[config.mk]
export PLATFORM = sky130hd
export DESIGN_NAME = coag_regs
export DESIGN_NICKNAME = d
export VERILOG_FILES = /design/src/hw/rtl/coag_pkg.sv /design/src/hw/rtl/coag_regs.sv
export SDC_FILE = /design/constraint.sdc
export NUM_CORES = 1
export LEC_CHECK = 0
export ABC_CLOCK_PERIOD_IN_PS = 1810
export BUFFER_PORTS_ARGS = -buffer_cell sky130_fd_sc_hd__buf_2
export CAP_MARGIN = 20
export CORE_UTILIZATION = 45
export DETAILED_ROUTE_END_ITERATION = 10
export HOLD_SLACK_MARGIN = 0.02
export PLACE_DENSITY = 0.75
export SLEW_MARGIN = 20
export SYNTH_ARGS = -nofsm -noshare
export SYNTH_HDL_FRONTEND = slang
export SYNTH_SLANG_ARGS = --single-unit
[constraint.sdc]
create_clock -name clk_i -period 1.81 [get_ports clk_i]
set_input_delay 0.362 -clock clk_i [delete_from_list [all_inputs] [get_ports clk_i]]
set_output_delay 0.362 -clock clk_i [all_outputs]
set_load 0.01 [all_outputs]
[src/hw/rtl/coag_pkg.sv]
`default_nettype none

package coag_pkg;

  localparam int unsigned NumDimsDefault = 2;

  localparam int unsigned AddrW    = 48;
  localparam int unsigned CfgAddrW = 5;
  localparam int unsigned CfgDataW = 32;

  // Register map, one word per register
  typedef enum logic [2:0] {
    REG_IMG_SIZE         = 3'd0,
    REG_KER_SIZE         = 3'd1,
    REG_OUT_SIZE         = 3'd2,
    REG_STRIDE_PAIR      = 3'd3,
    REG_DILATION_PAIR    = 3'd4,
    REG_PAD_PAIR         = 3'd5,
    REG_NUM_IN_CHANNELS  = 3'd6,
    REG_NUM_OUT_CHANNELS = 3'd7
  } reg_idx_e;

  typedef struct packed {
    logic [27:0] img_size;
    logic [27:0] kernel_dims;
    logic [27:0] output_dims;
    logic [15:0] stride_pair;
    logic [15:0] dilation_pair;
    logic [15:0] pad_pair;
    logic [9:0]  num_in_channels;
    logic [9:0]  num_out_channels;
  } cfg_t;

  localparam logic [27:0] ImgSizeRst     = 28'h0010001;
  localparam logic [27:0] KerSizeRst     = 28'h0010001;
  localparam logic [27:0] OutSizeRst     = 28'h0010001;
  localparam logic [15:0] StridePairRst  = 16'h0101;
  localparam logic [15:0] DilationRst    = 16'h0101;
  localparam logic [15:0] PadPairRst     = 16'h0000;
  localparam logic [9:0]  NumInChRst     = 10'd1;
  localparam logic [9:0]  NumOutChRst    = 10'd1;

endpackage

`default_nettype wire

[src/hw/rtl/coag_regs.sv]
`default_nettype none

module coag_regs (
  input  wire logic                               clk_i,
  input  wire logic                               rst_ni,
  input  wire logic                               psel,
  input  wire logic                               penable,
  input  wire logic                               pwrite,
  input  wire logic [coag_pkg::CfgAddrW-1:0]      paddr,
  input  wire logic [coag_pkg::CfgDataW-1:0]      pwdata,
  output logic      [coag_pkg::CfgDataW-1:0]      prdata,
  output logic                                    pready,
  output coag_pkg::cfg_t                          cfg_o
);

  coag_pkg::cfg_t     cfg_q, cfg_d;
  coag_pkg::reg_idx_e idx;
  logic               wr_en;

  assign idx    = coag_pkg::reg_idx_e'(paddr[coag_pkg::CfgAddrW-1:2]);
  assign wr_en  = psel & penable & pwrite;
  assign pready = 1'b1;
  assign cfg_o  = cfg_q;

  always_comb begin
    cfg_d = cfg_q;
    if (wr_en) begin
      unique case (idx)
        coag_pkg::REG_IMG_SIZE:         cfg_d.img_size         = pwdata[27:0];
        coag_pkg::REG_KER_SIZE:         cfg_d.kernel_dims      = pwdata[27:0];
        coag_pkg::REG_OUT_SIZE:         cfg_d.output_dims      = pwdata[27:0];
        coag_pkg::REG_STRIDE_PAIR:      cfg_d.stride_pair      = pwdata[15:0];
        coag_pkg::REG_DILATION_PAIR:    cfg_d.dilation_pair    = pwdata[15:0];
        coag_pkg::REG_PAD_PAIR:         cfg_d.pad_pair         = pwdata[15:0];
        coag_pkg::REG_NUM_IN_CHANNELS:  cfg_d.num_in_channels  = pwdata[9:0];
        coag_pkg::REG_NUM_OUT_CHANNELS: cfg_d.num_out_channels = pwdata[9:0];
        default:                        cfg_d = cfg_q;
      endcase
    end
  end

  always_comb begin
    prdata = '0;
    unique case (idx)
      coag_pkg::REG_IMG_SIZE:         prdata = {4'd0, cfg_q.img_size};
      coag_pkg::REG_KER_SIZE:         prdata = {4'd0, cfg_q.kernel_dims};
      coag_pkg::REG_OUT_SIZE:         prdata = {4'd0, cfg_q.output_dims};
      coag_pkg::REG_STRIDE_PAIR:      prdata = {16'd0, cfg_q.stride_pair};
      coag_pkg::REG_DILATION_PAIR:    prdata = {16'd0, cfg_q.dilation_pair};
      coag_pkg::REG_PAD_PAIR:         prdata = {16'd0, cfg_q.pad_pair};
      coag_pkg::REG_NUM_IN_CHANNELS:  prdata = {22'd0, cfg_q.num_in_channels};
      coag_pkg::REG_NUM_OUT_CHANNELS: prdata = {22'd0, cfg_q.num_out_channels};
      default:                        prdata = '0;
    endcase
  end

  always_ff @(posedge clk_i or negedge rst_ni) begin
    if (!rst_ni) begin
      cfg_q.img_size         <= coag_pkg::ImgSizeRst;
      cfg_q.kernel_dims      <= coag_pkg::KerSizeRst;
      cfg_q.output_dims      <= coag_pkg::OutSizeRst;
      cfg_q.stride_pair      <= coag_pkg::StridePairRst;
      cfg_q.dilation_pair    <= coag_pkg::DilationRst;
      cfg_q.pad_pair         <= coag_pkg::PadPairRst;
      cfg_q.num_in_channels  <= coag_pkg::NumInChRst;
      cfg_q.num_out_channels <= coag_pkg::NumOutChRst;
    end else begin
      cfg_q <= cfg_d;
    end
  end

endmodule

`default_nettype wire

======== After elaboration in Yosys (flattened, before gate mapping) ========
Index checks and enable logic that the tools add are counted.
word-level totals
  bits in latches ......................... 0
  memories ................................ 0
  bits in writable memories ............... 0
  ROM bits ................................ 0
  register bits after elaboration ......... 152
  logic and storage cells ................. 27
operators by class
  $mul .................................... 0
  $add $sub $neg .......................... 0
  reductions and logical operators ........ 9
  muxes and demuxes ....................... 1
  eq/ne operators ......................... 7
  shift-type cells ........................ 0
  order comparisons ....................... 0
  bitwise logic cells ..................... 2
  div/mod/pow operators ................... 0
operator list
  operator                                                         count
  32-bit case mux with 8 select lines                              1
  2-bit AND reduction                                              8
  3-bit == test, second input constant                             4
  3-bit by 2-bit == test with 1-bit output, second input constant  2
  3-bit by 1-bit == test with 1-bit output, second input constant  1
  3-bit logical NOT                                                1
  1-bit AND                                                        2

======== Logic depth before layout (Yosys ltp) ========
  word-level depth ........................ 3
  gate-level depth with buffers ........... 6

======== Least setup slack after synthesis ========
Ideal clock, no wire load.
  path type ............................... input port to output port
  from .................................... input port paddr[2] (netlist name)
  to ...................................... output port prdata[15] (netlist name)
  arrival ................................. 1.456 ns
  setup slack ............................. -0.008 ns
  stages on the path ...................... 5
  path buffers ............................ 3
  cell sequence ........................... buf_2 buf_1 clkbuf_1 a311oi_1 a21oi_1
between the ends
  cells in the longest elaborated chain, start to end .. 2
  elaborated cells between the ends (all ways) .. 9
  classes of those cells .................. 7 x eq/ne; 1 x mux; 1 x reduce/logical
RTL lines
  item                                         line             text
  from (decl)                                  coag_regs.sv:9   input wire logic [coag_pkg::CfgAddrW-1:0] paddr,
  3-bit == test, or another cell as far along  coag_regs.sv:44  unique case (idx)
  32-bit case mux with 8 select lines (*)      coag_regs.sv:44
  to (decl)                                    coag_regs.sv:11  output logic [coag_pkg::CfgDataW-1:0] prdata,
Mark *: on every way between the ends. The rest lies on a longest branch, timed or not. The select of a mux whose other input is x is not followed.

======== Worst setup path in the final report ========
  from .................................... register cfg_q (netlist bit cfg_o[36])
  to ...................................... output port prdata[0] (netlist name)
between the ends
  cells in the longest elaborated chain, start to end .. 1
RTL lines
  item                                 line             text
  from (decl)                          coag_regs.sv:16  coag_pkg::cfg_t cfg_q, cfg_d;
  from (signal assigned)               coag_regs.sv:68  cfg_q <= cfg_d;
  32-bit case mux with 8 select lines  coag_regs.sv:44
Every way passes these cells. The select of a mux whose other input is x is not followed.

==> impl_metrics.py <==
metrics = {
    "final_layout": {
        "largest_reg_flops": 152,
        "instances_no_fill": 1036,
        "synthToLayoutAreaGrowth_pct": 39.3,
        "fin_area_um2": 9840,
        "layout-drive-gt1-share_pct": 62.7,
        "fin_util_pct": 64.5,
        "fill_cells": 1159,
        "nets": 853,
    },
    "yosys": {
        "ys_ff_latch": 152,
        "synthCells": 524,
        "synth_commonest_cells": "dfrtp_1, mux2_2, mux2i_1",
        "yosys_warnings": 0,
        "synth_top_area_cell": "dfrtp_1",
        "synth_area_leaders": "dfrtp_1, mux2_2, mux2i_1, dfstp_2, mux2_4",
        "syn-cell-area_um2": 7070,
        "yosysMostFrequentCell": "dfrtp_1",
        "syn_area_per_cell_um2": 13.5,
        "synth-main-ff-cell": "dfrtp_1",
        "ys_seq_area_share_pct": 54.0,
        "synth_top_area_share_pct": 49.6,
        "synthDistinctLibCells": 33,
        "synth-async-reset-ratio_pct": 100,
        "synth_edf_count": 0,
    },
    "run_status": {
        "violations": "negative setup slack",
        "status": "finished with violations",
    },
    "setup_path": {
        "arrival_ns": 1.55,
        "path_class": "reg2out",
        "critPathLaunchType": "register",
        "path_max_fanout": 2,
        "required_ns": 1.45,
        "cp-end-kind": "output pin",
    },
    "placed_design": {
        "gp_congestion": 0.839,
        "place_area_um2": 8850,
        "portBuffers": 215,
        "dp.cells": 974,
        "hpwl_um": 14500,
    },
    "power": {
        "powerDensity_nw_per_um2": 1150,
        "pwr-share-seq_pct": 40.9,
        "pwr-share-comb_pct": 25.3,
        "netSwitchingFraction_pct": 28.5,
        "peakVddDrop_uv": 757,
        "power_frac_clock_pct": 33.7,
        "power_mw": 11.3,
        "leakagePower_nw": 5.08,
        "p_int_mw": 8.10,
        "p_switching_mw": 3.23,
    },
    "timing": {
        "min_period_ns": 1.91,
        "rsz0062_at_grt": "true",
        "setup_violations": 7,
        "hold_viol_final": 0,
        "setup_ws_ns": -0.0980,
        "finalSetupTns_ns": -0.283,
        "fin_crit_sh_pct": 105,
        "fin_skew_ns": 0,
        "finalMaxSlewViolations": 0,
        "fmaxAchievable_mhz": 524,
    },
    "grt": {
        "grt_overflow": 0,
        "first_global_vias": 5821,
        "grt_max_degree": 45,
        "track_usage_pct": 26.4,
        "grt_first_pass_wirelength_um": 32000,
        "antenna_found_initial": 1,
    },
    "cts": {
        "cts_root_buf": "clkbuf_16",
        "worstSkewPairLatency_ns": 0.42,
        "cts_buffers": 17,
        "cts.reportedPaths.clkPinSlew_ns": 0.06,
        "clockBufferDepth": 2,
        "cts_tree": "yes",
        "clock_sinks": 152,
        "cts.htree.levels": 4,
    },
    "route": {
        "drt_iter0_markers": 239,
        "drc": 0,
        "drtAntennaViolNets": 0,
        "drt-total-wl_um": 20800,
        "firstDrtPassIters": 4,
        "dr_total_vias": 5628,
        "viasPerCell": 5.43,
        "wl_per_cell_um": 20.1,
    },
    "min_path": {
        "min-delay-path-class": "in2reg",
    },
    "die": {
        "io_pins": 227,
        "start_util_pct": 46.3,
        "coreArea_um2": 15300,
        "floorplan.rows": 45,
        "die_w_um": 127,
        "chipHeight_um": 127,
        "dieArea_um2": 16200,
    },
    "run": {
        "maxCapViolations": 0,
    },
}
-- per-layer routing --
layer  share of wire (%)  track usage (%)
met5                   0                0
met4                 2.4             10.6
met3                 6.5             7.33
met2                  49             43.4
met1                  42             32.9
-- stage by stage --
stage               setup WS, ns  hold slack [ns]
floorplan                0.00145           0.0664
global placement          -0.119            0.326
detailed placement        -0.134            0.331
CTS                       -0.134            0.171
global route              -0.161            0.187
finish                   -0.0980            0.196
-- power by group through the flow --
stage | logic [mW] | registers [mW] | clock network, mW
global placement | 2.57 | 4.63 | 0
global route | 3.08 | 4.72 | 4.02
detailed placement | 2.63 | 4.70 | 0
CTS | 2.78 | 4.62 | 3.91
finish | 2.87 | 4.64 | 3.83
floorplan | 1.09 | 4.92 | 0
-- placed cells by master (no fill, tap or decap), types with 6 or more instances in the layout --
cell type and n:
buf_4 64, o22ai_1 9, nand2_1 7, a31oi_1 6, mux2i_1 44, mux2_4 20, mux2_2 132, dfrtp_1 140
buf_6 8, nor2_2 7, clkbuf_16 17, buf_12 16, o22a_1 10, buf_2 210, dfstp_2 12, nor2_1 36
a21oi_1 14
-- worst paths after layout --
check | start | to | slack, ns | cells after the start
setup / recovery | cfg_o[36] | prdata[0] | -0.1 | 4
hold / removal | pwdata[23] | cfg_o[147] | 0.20 | 2
setup reg to reg | cfg_o[13] | cfg_o[13] | 0.79 | 3
hold reg to reg | cfg_o[20] | cfg_o[20] | 0.53 | 1
max in group asynchronous | rst_ni | cfg_o[60] | 0.75 | 3
min in group asynchronous | rst_ni | cfg_o[125] | 0.43 | 2
-- repair_timing --
action	CTS	global route
resized for setup	18	13
hold buffers	1	0
pin swaps	9	15
gates cloned	2	0
buffers inserted	13	13
endpoints found under the setup margin	28	19
hold endpoints to repair	37	0
-- critical path: stages (launching register included) --
cell	delay (ns)
dfstp_2	0.54
mux2i_1	0.07
a211oi_1	0.23
o22a_1	0.18
buf_6	0.11
-- cell families after synthesis --
family / synth area share [%]
AO/OA/AOI/OAI: 6.55
buffers and inverters: 3.15
flip-flops: 54.0
multiplexers: 31.5
other: 0.106
AND/OR/NAND/NOR: 4.62
-- cell type report --
| type | instances | area [µm²] | area share (%) |
|---|---|---|---|
| timing repair buffer | 302 | 2010 | 20.4 |
| tap | 211 | 264 | 2.68 |
| inverter | 1 | 3.75 | 0.0381 |
| clock inverter | 7 | 138 | 1.40 |
| sequential | 152 | 3820 | 38.8 |
| multi-input combinational | 337 | 3100 | 31.5 |
| clock buffer | 25 | 505 | 5.14 |
| antenna | 1 | 2.50 | 0.0254 |
No activity file was read; power rests on OpenSTA's default activity.
